## config.mk

```make
export PLATFORM = sky130hd
export DESIGN_NAME = vna_front
export DESIGN_NICKNAME = d
export VERILOG_FILES = /design/src/design/assert_macros.svh /design/src/design/vna_pkg.sv /design/src/design/vna_front.sv
export SDC_FILE = /design/constraint.sdc
export NUM_CORES = 1
export LEC_CHECK = 0
export BUFFER_PORTS_ARGS = -buffer_cell sky130_fd_sc_hd__buf_2
export CAP_MARGIN = 20
export CORE_ASPECT_RATIO = 1.4
export CORE_MARGIN = 2
export CORE_UTILIZATION = 45
export CTS_CLUSTER_SIZE = 25
export DETAILED_ROUTE_END_ITERATION = 10
export GPL_TIMING_DRIVEN = 1
export PLACE_DENSITY_LB_ADDON = 0.3
export SYNTH_ARGS = -nofsm -noshare
export SYNTH_HDL_FRONTEND = slang
export SYNTH_SLANG_ARGS = --single-unit
```

## constraint.sdc

```tcl
create_clock -name clk -period 4.7 [get_ports clk]
set_input_delay 0 -clock clk [delete_from_list [all_inputs] [get_ports clk]]
set_output_delay 0 -clock clk [all_outputs]
set_load 0.01 [all_outputs]
```

## src/design/assert_macros.svh

```systemverilog
// assertion macros for the vertex normal accumulator rtl
// no dependencies
`ifndef ASSERT_MACROS_SVH
`define ASSERT_MACROS_SVH
// implication checked on every clock edge outside reset
`define VNA_ASSERT_IMP(label, clk, rst_n, ante, cons) \
	label: assert property (@(posedge clk) disable iff (!rst_n) (ante) |-> (cons)) \
	else $error("assertion failed");
// next-cycle implication
`define VNA_ASSERT_NXT(label, clk, rst_n, ante, cons) \
	label: assert property (@(posedge clk) disable iff (!rst_n) (ante) |=> (cons)) \
	else $error("assertion failed");
`endif

```

## src/design/vna_pkg.sv

```systemverilog
// types and constants for the vertex normal accumulator
// no dependencies
package vna_pkg;
	localparam int SUM_W = 48;
	localparam int CROSS_W = 36;
	localparam int MAG_W = 32;
	localparam int Q_W = 64;
	localparam int NRM_W = 16;

	typedef enum logic [1:0] {
		ACT_WRITE = 2'd0,
		ACT_TRI   = 2'd1,
		ACT_READ  = 2'd2,
		ACT_NONE  = 2'd3
	} action_t;

	typedef enum logic [4:0] {
		ST_IDLE, ST_WR, ST_TR_RD0, ST_TR_RD1, ST_TR_RD2, ST_TR_SUB, ST_TR_MUL,
		ST_TR_CRS, ST_TR_ARD, ST_TR_AWAIT, ST_TR_ADD, ST_TR_AWR, ST_RD_REQ,
		ST_RD_WAIT, ST_RD_MAG, ST_RD_SHF, ST_RD_SQ, ST_RD_QSUM, ST_RD_SQRT,
		ST_RD_DIV, ST_RD_OUT
	} bk_state_t;

	typedef struct packed {
		logic [NRM_W-1:0] nx;
		logic [NRM_W-1:0] ny;
		logic [NRM_W-1:0] nz;
		logic             zero;
	} result_t;

	function automatic logic signed [SUM_W-1:0] sat_add(
		input logic signed [SUM_W-1:0] a,
		input logic signed [CROSS_W-1:0] b
	);
		logic signed [SUM_W:0] r;
		r = {a[SUM_W-1], a} + (SUM_W+1)'(b);
		if (r[SUM_W] != r[SUM_W-1])
			return r[SUM_W] ? {1'b1, {(SUM_W-1){1'b0}}} : {1'b0, {(SUM_W-1){1'b1}}};
		return r[SUM_W-1:0];
	endfunction
endpackage

```

## src/design/vna_front.sv

```systemverilog
// front end: accepts commands, drops unused ones and out-of-range writes and triangles, queues the rest
// uses vna_pkg
module vna_front import vna_pkg::*; #(
	parameter int MAX_VERTICES = 1024,
	parameter int COORD_BITS = 16,
	parameter int CMD_W = 80
) (
	input  logic             clk,
	input  logic             arst_n,
	input  logic             in_valid,
	output logic             in_ready,
	input  logic [CMD_W-1:0] in_cmd,
	output logic             q_valid,
	input  logic             q_ready,
	output logic [CMD_W-1:0] q_cmd
);
	localparam int DEPTH = 2;
	logic [CMD_W-1:0] buf_q [DEPTH];
	logic             wp_q, rp_q;
	logic [1:0]       cnt_q;
	logic [1:0]       act;
	logic [9:0]       ia, ib, ic;
	logic             keep, push, pop;

	assign act = in_cmd[1:0];
	assign ia = in_cmd[11:2];
	assign ib = in_cmd[69:60];
	assign ic = in_cmd[79:70];
	always_comb begin
		case (action_t'(act))
			ACT_WRITE: keep = 32'(ia) < MAX_VERTICES;
			ACT_TRI:   keep = 32'(ia) < MAX_VERTICES && 32'(ib) < MAX_VERTICES
				&& 32'(ic) < MAX_VERTICES;
			ACT_READ:  keep = 1'b1;
			default:   keep = 1'b0;
		endcase
	end
	assign in_ready = cnt_q != 2'(DEPTH);
	assign push = in_valid && in_ready && keep;
	assign q_valid = cnt_q != 2'd0;
	assign q_cmd = buf_q[rp_q];
	assign pop = q_valid && q_ready;

	always_ff @(posedge clk or negedge arst_n) begin
		if (!arst_n) begin
			wp_q <= 1'b0;
			rp_q <= 1'b0;
			cnt_q <= 2'd0;
		end else begin
			if (push) wp_q <= ~wp_q;
			if (pop) rp_q <= ~rp_q;
			cnt_q <= cnt_q + 2'(push) - 2'(pop);
		end
	end
	always_ff @(posedge clk) begin
		if (push)
			buf_q[wp_q] <= in_cmd;
	end
endmodule

```

After elaboration in Yosys (flattened, before gate mapping)
Memory sizes are Yosys's and may differ from the RTL's.
Index checks and enable logic that the tools add are counted.
W data, S select, Z words.
{"block": "totals", "regBits": 4, "ramBits": 160, "input_bits": 84, "out_inout_bits": 82, "word_cells": 20, "memories": 1}
{"memory": "buf_q", "depth": 2, "width": 80, "read_ports": 1, "rd_clocked_by_memory_dff": 0, "wr": 1, "line": "vna_front.sv:18", "source": "logic [CMD_W-1:0] buf_q [DEPTH];"}
{"block": "classes", "addsub": 2, "eq_ne": 3, "n_mux": 3, "n_bitwise": 2, "n_reduce_logical": 6}
{"operator": "$logic_and A1 B1 Y1", "count": 3}
{"operator": "$mux W1", "count": 3}
{"operator": "$reduce_or A3 Y1", "count": 1}
{"operator": "$add A2 B1 Y2", "count": 1}
{"operator": "$eq A2 B1 Y1 const B", "count": 1}
{"operator": "$eq A2 B2 Y1 const B", "count": 1}
{"operator": "$logic_not A2 Y1", "count": 1}
{"operator": "$ne A2 B2 Y1 const B", "count": 1}
{"operator": "$not A1 Y1", "count": 2}
{"operator": "$reduce_bool A2 Y1", "count": 1}
{"operator": "$sub A2 B1 Y2", "count": 1}

Logic depth before layout (Yosys ltp)
Gate-level depths: netlist of the first run.
{"block": "depth", "depth_word": 6, "mapped_depth": 6, "depth_no_buf": 6}

Worst setup path before layout of the first run
OpenSTA, ideal clock, no wires.
{"block": "synth_path", "kind": "reg-to-reg", "start": "reg cnt_q[0]", "end": "mem buf_q[0][0], enable pin", "setup_time_ns": 0.519, "arrival_ns": 4.064, "required_ns": 4.181, "setup_slack_ns": 0.117, "path_stages_with_launch": 4, "path_buffers": 0, "path_cell_list": "dfrtp_1 -> nand2b_1 -> nand2_1 -> nor2_1"}
{"block": "synth_via", "elab_chain_cells": 5}
{"item": "from (decl)", "line": "vna_front.sv:20", "source": "logic [1:0] cnt_q;"}
{"item": "from (signal assigned)", "line": "vna_front.sv:52", "source": "cnt_q <= cnt_q + 2'(push) - 2'(pop);"}
{"item": "$ne A2 B2 Y1", "line": "vna_front.sv:38", "source": "assign in_ready = cnt_q != 2'(DEPTH);"}
{"item": "via in_ready", "line": "vna_front.sv:11", "source": "output logic in_ready,"}
{"item": "$logic_and A1 B1 Y1 (2 in a row)", "line": "vna_front.sv:39", "source": "assign push = in_valid && in_ready && keep;"}
{"item": "$mux W1", "line": "vna_front.sv:56", "source": "if (push)"}
{"item": "$mux W1 (implied by the code)", "line": "vna_front.sv:57", "source": "buf_q[wp_q] <= in_cmd;"}
{"item": "to (decl)", "line": "vna_front.sv:18"}
The timed path passes the listed nets, and every way through them passes these cells.

Final worst setup path of the first run
{"block": "layout_path", "start": "reg cnt_q[0]", "end": "mem buf_q[0][56], enable pin"}
{"block": "layout_via", "elab_chain_cells": 5}
{"item": "$ne A2 B2 Y1", "line": "vna_front.sv:38"}
{"item": "$logic_and A1 B1 Y1 (2 in a row)", "line": "vna_front.sv:39"}
{"item": "$mux W1", "line": "vna_front.sv:56"}
{"item": "$mux W1 (implied by the code)", "line": "vna_front.sv:57"}
No other way between the ends.

==> results of run 1 <==
==> power groups by stage <==
stage	clock [mW]	sequential, mW	combinational, mW
4_1_cts	1.32	2.13	1.17
2_1_floorplan	0	2.01	0.860
3_3_place_gp	0	2.14	1.10
5_1_grt	1.38	2.08	1.36
6_report	1.28	2.05	1.27
3_5_place_dp	0	2.16	1.11
==> cell usage after synthesis, drive strengths merged <==
cell    count
a211oi      1
a21boi      1
a21oi       2
and2b       1
and3        1
buf         9
dfrtp       4
edfxtp    160
ha          1
mux2       80
nand2       3
nand2b      1
nand3       1
nor2        2
nor3        1
o21ai       1
or2         1
xnor2       2
xor2        1
==> how the worst max path moves through the flow <==
stage | slack (ns) | to
floorplan | 0.12 | buf_q[0][0]
global placement | 2.51 | buf_q[0][31]
detailed placement | 2.41 | buf_q[0][37]
CTS | 2.38 | buf_q[0][35]
global route | 2.23 | buf_q[0][3]
finish | 2.41 | buf_q[0][56]
==> per-layer routing <==
layer | up-vias | global-route usage (%)
li1 | 1612 | -
met1 | 1731 | 16.9
met2 | 97 | 32.4
met3 | 14 | 4.91
met4 | 0 | 7.02
met5 | - | 0
==> kinds of logic after synthesis <==
group / Yosys count / synth area share (%)
flip-flops: 164 / 81.1
multiplexers: 80 / 14.9
AND/OR/NAND/NOR: 11 / 1.01
buffers and inverters: 9 / 1.61
AO/OA/AOI/OAI: 5 / 0.745
XOR/XNOR: 3 / 0.435
adder cells (fa/ha/maj): 1 / 0.207
==> registers in the layout (all words and copies together) (netlist names) <==
register  cells
buf_q       160
cnt_q         2
rp_q          1
wp_q          1
==> what timing repair did <==
item	4_1_cts	5_1_grt
hold endpoints to repair	165	0
setup endpoints to repair	0	0
hold buffers	83	0
==> through the flow <==
stage	instance area [um^2]	utilization, %	power (mW)	setup slack (ns)	cells
after floorplan	6050	-	2.87	0.117	273
after global placement	7030	53.0	3.24	2.51	613
after detailed placement	7030	53.0	3.27	2.41	613
after CTS	8420	63.5	4.62	2.38	728
after global routing	8480	63.9	4.82	2.23	730
final	8480	63.9	4.60	2.41	730
==> area by class of cell <==
class	count	area [um^2]	share of cell area [%]
clock buffer	17	425	5.02
clock inverter	15	130	1.54
multi-input combinational	100	1060	12.5
sequential	164	4910	57.9
tap	182	228	2.69
timing repair buffer	252	1730	20.4
==> tightest hold or removal path, cell delays in order <==
cell and delay, ns:
buf_2 0.09, a21boi_4 0.15, nand2_1 0.14, xnor2_1 0.08
==> results.py, run 1 <==
metrics = {
    "run_status": {
        "outcome": "finished, final reports clean",
    },
    "setup_path": {
        "timing.rr.end": "buf_q[0][56]",
        "cp-end-kind": "flop",
        "cp.required_ns": 4.76,
        "cp-start-kind": "flop",
        "cp.arrival_ns": 2.35,
        "timing.reg2reg.setup_slack_ns": 2.41,
        "cp_slowest_stage_delay_ns": 0.60,
        "crit_cells": 4,
        "cpMaxStageDelayCell": "nor2_4",
        "worstReg2RegStart": "cnt_q[0]",
        "reg2reg_depth": 4,
        "cp_top_family": "simple AND/OR/NAND/NOR gates",
        "cp_max_fo": 32,
        "critPathBufInv": 1,
        "critPathLaunch": "cnt_q[0]",
        "criticalPathCategory": "reg2reg",
        "path_cells": "nand2b_1, nand2_1, nor2_4, buf_4",
    },
    "run": {
        "drv_cap": 0,
    },
    "synthesis": {
        "yosysTopAreaCellShare_pct": 79.4,
        "ys_seq_elements": 164,
        "synth_fp_nets": 358,
        "syn_area_um2": 6050,
        "synthCells": 273,
        "ys_seq_area_share_pct": 81.1,
        "yosysTopAreaCell": "edfxtp_1",
        "syn_avg_cell_area_um2": 22.2,
        "yosysUniqueCellTypes": 21,
        "yosys_warnings": 0,
        "synth_area_leaders": "edfxtp_1, mux2_2, dfrtp_1",
    },
    "sta": {
        "fin_skew_ns": 0.00788,
        "slew_viol_final": 0,
        "setup_viol": 0,
        "timing.hold.ws_ns": 0.0992,
        "fin_tns_setup_ns": 0,
        "hold_viol": 0,
        "relSlewSlack_pct": 49.9,
        "finalCriticalPeriod_ns": 2.29,
        "worstMarginPinSlew_ns": 0.750,
        "max_freq_mhz": 437,
        "rsz0062_at_grt": "no",
        "fin_crit_sh_pct": 48.7,
    },
    "power_and_ir_drop": {
        "clock_power_share_pct": 27.9,
        "pwr-share-comb_pct": 27.5,
        "seqPwrFrac_pct": 44.6,
        "p_sw_mw": 1.32,
        "p_leak_nw": 3.18,
        "internal-power_mw": 3.28,
        "power.density_nw_per_um2": 542,
        "switching_share_pct": 28.6,
        "ir_drop_mv": 0.317,
    },
    "clock_network": {
        "cts-root-buf": "clkbuf_16",
        "clkSinkCount": 164,
        "cts_setup_buffers": 0,
        "path_clk_slew_ns": 0.06,
        "clockBufferDepth": 2,
        "cts_tree": "built",
        "ctsResizeCount": 0,
        "htree_num_levels": 4,
        "numCtsBuffers": 17,
        "clkLatencyLatePin_ns": 0.41,
    },
    "die": {
        "core_area_um2": 13300,
        "fp.dieH_um": 141,
        "initial_utilization_pct": 45.6,
        "rows": 50,
        "die_w_um": 102,
        "ios": 166,
        "die_area_um2": 14400,
    },
    "drt": {
        "wl_met3_um": 466,
        "wl_per_cell_um": 16.3,
        "wl_mm": 11.9,
        "ant_nets": 0,
        "drt_iter0_drc": 167,
        "met2WireLength_mm": 6.93,
        "via_count": 3454,
        "routed_via_density": 4.73,
        "met1Wirelength_mm": 4.30,
        "top_layer_used": "met4",
        "drcViolationCount": 0,
        "dr.pass1.iters": 4,
    },
    "finish": {
        "layout_common_cells": "buf_2, edfxtp_1, dlygate4sd3_1",
        "diodes": 0,
        "final_common_cell": "buf_2",
        "nFillCells": 1005,
        "syn2layout_area_growth_pct": 40.1,
        "layout-drive-gt1-share_pct": 52.0,
        "fin_nets": 620,
    },
    "global_route": {
        "grt-ovfl-total": 0,
        "grt_first_pass_wirelength_mm": 18.1,
        "grt_pass1_vias": 3737,
        "grt_max_degree": 82,
        "antenna_found_initial": 0,
        "grt_use_total_pct": 17.1,
    },
    "placed_design": {
        "portBuffers": 165,
        "dpl.hpwl_mm": 6.99,
        "finalWeightedCongestion": 0.756,
    },
    "worst_hold_path": {
        "hp-class": "in2reg",
        "worstHoldStart": "in_valid",
        "hold_end": "wp_q",
        "whs_path_depth": 4,
    },
}
(Power assumes the default switching activity.)
==> run 2: changes to the inputs <==
- clock period: 4.7 -> 2.1 ns (I/O delays scaled with it)
==> results.py, run 2 (synthesis results as in run 1) <==
metrics = {
    "clock_network": {
        "numCtsBuffers": 17,
        "htree_num_levels": 4,
        "cts_tree": "built",
        "ctsResizeCount": 0,
        "clockBufferDepth": 2,
        "clkLatencyLatePin_ns": 0.41,
        "cts-root-buf": "clkbuf_16",
        "ctsHoldBuffers": 83,
        "cts_setup_buffers": 0,
        "clkSinkCount": 164,
        "path_clk_slew_ns": 0.06,
    },
    "sta": {
        "rsz0062_at_grt": "no",
        "relSlewSlack_pct": 73.1,
        "setup_viol": 0,
        "worstMarginPinSlew_ns": 0.403,
        "slew_viol_final": 0,
        "fin_crit_sh_pct": 92.6,
        "max_freq_mhz": 514,
        "fin_ws_ns": 0.156,
        "fin_skew_ns": 0.00775,
        "hold_viol": 0,
        "finalCriticalPeriod_ns": 1.94,
    },
    "global_route": {
        "antenna_found_initial": 0,
        "grt-ovfl-total": 0,
        "grt_use_total_pct": 17.0,
        "grt_max_degree": 35,
        "grt_first_pass_wirelength_mm": 18.1,
        "grt_pass1_vias": 3752,
    },
    "finish": {
        "regMostFlops": "buf_q",
        "reg_top3": "buf_q x160, cnt_q x2",
        "layout-drive-gt1-share_pct": 52.9,
        "final_common_cell": "buf_2",
        "fin_nets": 624,
        "largest_register_ffs": 160,
        "layout_common_cells": "buf_2, edfxtp_1, dlygate4sd3_1",
        "nFillCells": 990,
        "final_core_util_pct": 64.5,
        "diodes": 0,
        "syn2layout_area_growth_pct": 41.4,
    },
    "setup_path": {
        "cp-end-kind": "output port",
        "path_cells": "buf_4, mux2_2, buf_2",
        "reg2reg_depth": 3,
        "cp_max_fo": 26,
        "worstReg2RegStart": "cnt_q[0]",
        "criticalPathCategory": "reg2out",
        "cp_slowest_stage_delay_ns": 0.67,
        "cp.required_ns": 2.10,
        "timing.rr.end": "buf_q[1][66]",
        "cpMaxStageDelayCell": "dfrtp_4",
        "cp-start-kind": "flop",
        "cp.arrival_ns": 1.94,
        "timing.reg2reg.setup_slack_ns": 0.44,
    },
    "placed_design": {
        "portBuffers": 165,
        "dp_slack_ns": 0.444,
        "dpl.hpwl_mm": 7.58,
        "finalWeightedCongestion": 0.704,
    },
    "power_and_ir_drop": {
        "p_leak_nw": 3.22,
        "power.density_nw_per_um2": 1220,
        "ir_drop_mv": 0.654,
        "total_power_mw": 10.4,
    },
    "die": {
        "die_area_um2": 14400,
        "core_area_um2": 13300,
        "ios": 166,
        "initial_utilization_pct": 45.6,
        "die_w_um": 102,
        "fp.dieH_um": 141,
        "rows": 50,
    },
    "drt": {
        "routed_via_density": 4.70,
        "drt_iter0_drc": 152,
        "dr.pass1.iters": 4,
        "wl_per_cell_um": 16.1,
        "drcViolationCount": 0,
        "wl_mm": 11.8,
        "ant_nets": 0,
        "via_count": 3448,
    },
    "worst_hold_path": {
        "hp-class": "in2reg",
        "hold_end": "wp_q",
        "worstHoldStart": "in_valid",
        "whs_path_depth": 4,
    },
    "run": {
        "drv_cap": 0,
    },
    "run_status": {
        "outcome": "finished, final reports clean",
    },
}
## run 2: cell count changes in the layout (fill, tap and decap cells not counted)
cell / change
clkinvlp_4: -2
clkbuf_8: +2
buf_12: +5
nand2b_4: +1
clkinv_1: -3
inv_6: -2
clkbuf_1: +2
nand2_4: +1
buf_4: +1
nand2b_1: -1
buf_16: -2
nand2_1: -1
clkinv_2: +3
## run 2: cell type report
cell class,instances,area (um^2),share of cell area [%]
tap,182,228,2.66
sequential,164,4910,57.4
multi-input combinational,100,1070,12.5
timing repair buffer,256,1780,20.8
clock buffer,21,460,5.39
clock inverter,11,101,1.19
## run 2: worst max-delay path by stage
stage | startpoint | to | cells past startpoint
after floorplan | cnt_q[0] | buf_q[0][0] | 3
after global placement | cnt_q[0] | buf_q[0][28] | 4
after detailed placement | cnt_q[0] | buf_q[0][63] | 4
after CTS | rp_q | q_cmd[25] | 3
after global routing | rp_q | q_cmd[25] | 3
final | rp_q | q_cmd[78] | 3
## run 2: routing by layer
layer | track usage (%) | wire [um] | vias to the layer above
met5 | 0 | 0 | -
met4 | 6.88 | 225 | 0
met3 | 4.56 | 559 | 13
met2 | 31.5 | 6800 | 98
met1 | 17.7 | 4260 | 1722
li1 | - | - | 1615
## run 2: metrics by stage
| step | area [um^2] | std cells | hold WS, ns | setup TNS [ns] |
|---|---|---|---|---|
| 6_report | 8550 | 734 | 0.0330 | 0 |
| 5_1_grt | 8550 | 734 | 0.0407 | 0 |
| 4_1_cts | 8550 | 734 | 0.0153 | 0 |
| 3_5_place_dp | 7160 | 619 | -0.185 | 0 |
| 3_3_place_gp | 7160 | 619 | -0.183 | 0 |
| 2_1_floorplan | 6070 | 273 | -0.296 | -14.11 |
## run 2: worst max-delay path, delay by kind of cell (launching register included)
kind | cells | cell delay [ns]
muxes | 1 | 0.37
buffers and inverters | 2 | 0.47
DFF | 1 | 0.67
## run 2: power by group
part           switching, mW  internal [mW]  total [mW]
Combinational           1.47           1.49        2.96
Sequential             0.264           4.29        4.55
Clock                   1.20           1.70        2.90
Total                   2.94           7.47        10.4
==> run 3: changes to the inputs <==
- SETUP_SLACK_MARGIN: default -> 0.5
==> results.py, run 3 (synthesis results as in run 1) <==
metrics = {
    "setup_path": {
        "critPathBufInv": 2,
        "worstReg2RegStart": "cnt_q[0]",
        "criticalPathCategory": "reg2out",
        "path_cells": "buf_12, mux2_2, buf_2",
        "cpMaxStageDelayCell": "dfrtp_4",
        "cp-end-kind": "output port",
        "timing.reg2reg.setup_slack_ns": 0.59,
        "cp_max_fo": 27,
        "cp_top_family": "flip-flops",
        "reg2reg_depth": 3,
        "cp_slowest_stage_delay_ns": 0.49,
        "cp.arrival_ns": 1.62,
        "cp.required_ns": 2.10,
        "cp-start-kind": "flop",
        "timing.rr.end": "buf_q[1][14]",
        "crit_cells": 3,
    },
    "die": {
        "fp.dieH_um": 141,
        "die_w_um": 102,
        "core_area_um2": 13300,
        "rows": 50,
        "die_area_um2": 14400,
        "ios": 166,
        "initial_utilization_pct": 45.6,
    },
    "run": {
        "drv_cap": 0,
    },
    "drt": {
        "wl_mm": 12.4,
        "routed_via_density": 4.67,
        "dr.pass1.iters": 4,
        "drt_iter0_drc": 117,
        "ant_nets": 0,
        "drcViolationCount": 0,
        "via_count": 3473,
        "wl_per_cell_um": 16.7,
    },
    "sta": {
        "timing.hold.ws_ns": 0.0331,
        "fin_skew_ns": 0.00744,
        "relSlewSlack_pct": 81.8,
        "setup_viol": 0,
        "slew_viol_final": 0,
        "fin_crit_sh_pct": 77.3,
        "finalCriticalPeriod_ns": 1.62,
        "fin_tns_setup_ns": 0,
        "worstMarginPinSlew_ns": 0.273,
        "max_freq_mhz": 616,
        "hold_viol": 0,
        "rsz0062_at_grt": "yes",
    },
    "clock_network": {
        "clockBufferDepth": 2,
        "numCtsBuffers": 17,
        "htree_num_levels": 4,
        "cts-root-buf": "clkbuf_16",
        "clkLatencyLatePin_ns": 0.41,
        "cts_tree": "built",
        "clkSinkCount": 164,
        "path_clk_slew_ns": 0.06,
    },
    "finish": {
        "layout_common_cells": "buf_2, edfxtp_1, dlygate4sd3_1",
        "fin_nets": 634,
        "regMostFlops": "buf_q",
        "nFillCells": 979,
        "syn2layout_area_growth_pct": 43.1,
        "diodes": 0,
        "reg_top3": "buf_q x160, cnt_q x2",
        "layout-drive-gt1-share_pct": 53.7,
        "largest_register_ffs": 160,
        "final_common_cell": "buf_2",
    },
    "global_route": {
        "grt-ovfl-total": 0,
        "grt_pass1_vias": 3768,
        "grt_max_degree": 35,
        "grt_use_total_pct": 17.4,
        "grt_first_pass_wirelength_mm": 18.5,
        "antenna_found_initial": 0,
    },
    "power_and_ir_drop": {
        "power.density_nw_per_um2": 1230,
        "ir_drop_mv": 0.576,
        "p_leak_nw": 3.29,
    },
    "worst_hold_path": {
        "whs_path_depth": 4,
        "hp-class": "in2reg",
        "worstHoldStart": "in_valid",
        "hold_end": "wp_q",
    },
    "run_status": {
        "outcome": "finished, final reports clean",
    },
    "placed_design": {
        "dpl.hpwl_mm": 7.58,
        "portBuffers": 165,
        "finalWeightedCongestion": 0.704,
    },
}
[run 3: cell types whose count changed in the layout (fill, tap and decap cells not counted), sizes merged]
cell	before	now
buf	173	181
and3	1	2
clkbuf	21	22
[run 3: worst max path at each step]
stage | from | to | slack (ns)
2_1_floorplan | cnt_q[0] | buf_q[0][0] | -0.18
3_3_place_gp | cnt_q[0] | buf_q[0][28] | 0.48
3_5_place_dp | cnt_q[0] | buf_q[0][63] | 0.44
4_1_cts | rp_q | q_cmd[11] | 0.44
5_1_grt | rp_q | q_cmd[0] | 0.41
6_report | rp_q | q_cmd[11] | 0.48
[run 3: metrics by stage]
step	setup slack (ns)	instances	utilization [%]	instance area [um^2]	power, mW
after floorplan	-0.176	273	-	6070	6.43
after global placement	0.482	619	54.0	7160	7.42
after detailed placement	0.444	619	54.0	7160	7.51
after CTS	0.439	739	64.9	8600	10.7
after global routing	0.415	744	65.3	8660	11.1
final	0.476	744	65.3	8660	10.6
[run 3: power by group]
part | switching, mW | leakage (nW) | internal (mW) | total, mW
sequential | 0.192 | 1.52 | 4.29 | 4.48
combinational | 1.61 | 1.50 | 1.61 | 3.22
clock | 1.22 | 0.266 | 1.70 | 2.91
[run 3: layer usage]
| metal | up-vias | global-route usage, % | routed length (um) |
|---|---|---|---|
| li1 | 1636 | - | - |
| met1 | 1740 | 18.3 | 4670 |
| met2 | 84 | 32.3 | 7040 |
| met3 | 13 | 4.41 | 486 |
| met4 | 0 | 6.67 | 205 |
| met5 | - | 0 | 0 |
[run 3: final cells by class]
type	instances	area [um^2]	share of cell area [%]
clock inverters	11	101	1.17
clock buffers	21	460	5.32
well taps	182	228	2.63
flip-flops and latches	164	4910	56.7
multi-input cells	101	1080	12.5
repair buffers	265	1880	21.7
[run 3: timing repair]
action | in CTS | in global routing
pin swaps | 1 | 0
resized for setup | 3 | 0
gates cloned | 1 | 1
hold buffers | 83 | 0
setup buffers | 4 | 4
setup endpoints to repair | 214 | 138
hold endpoints to repair | 165 | 0
[run 3: tightest hold or removal path, cell delays in order]
cell and delay, ns:
buf_2 0.10, a21boi_4 0.16, nand2_4 0.09, xnor2_1 0.06
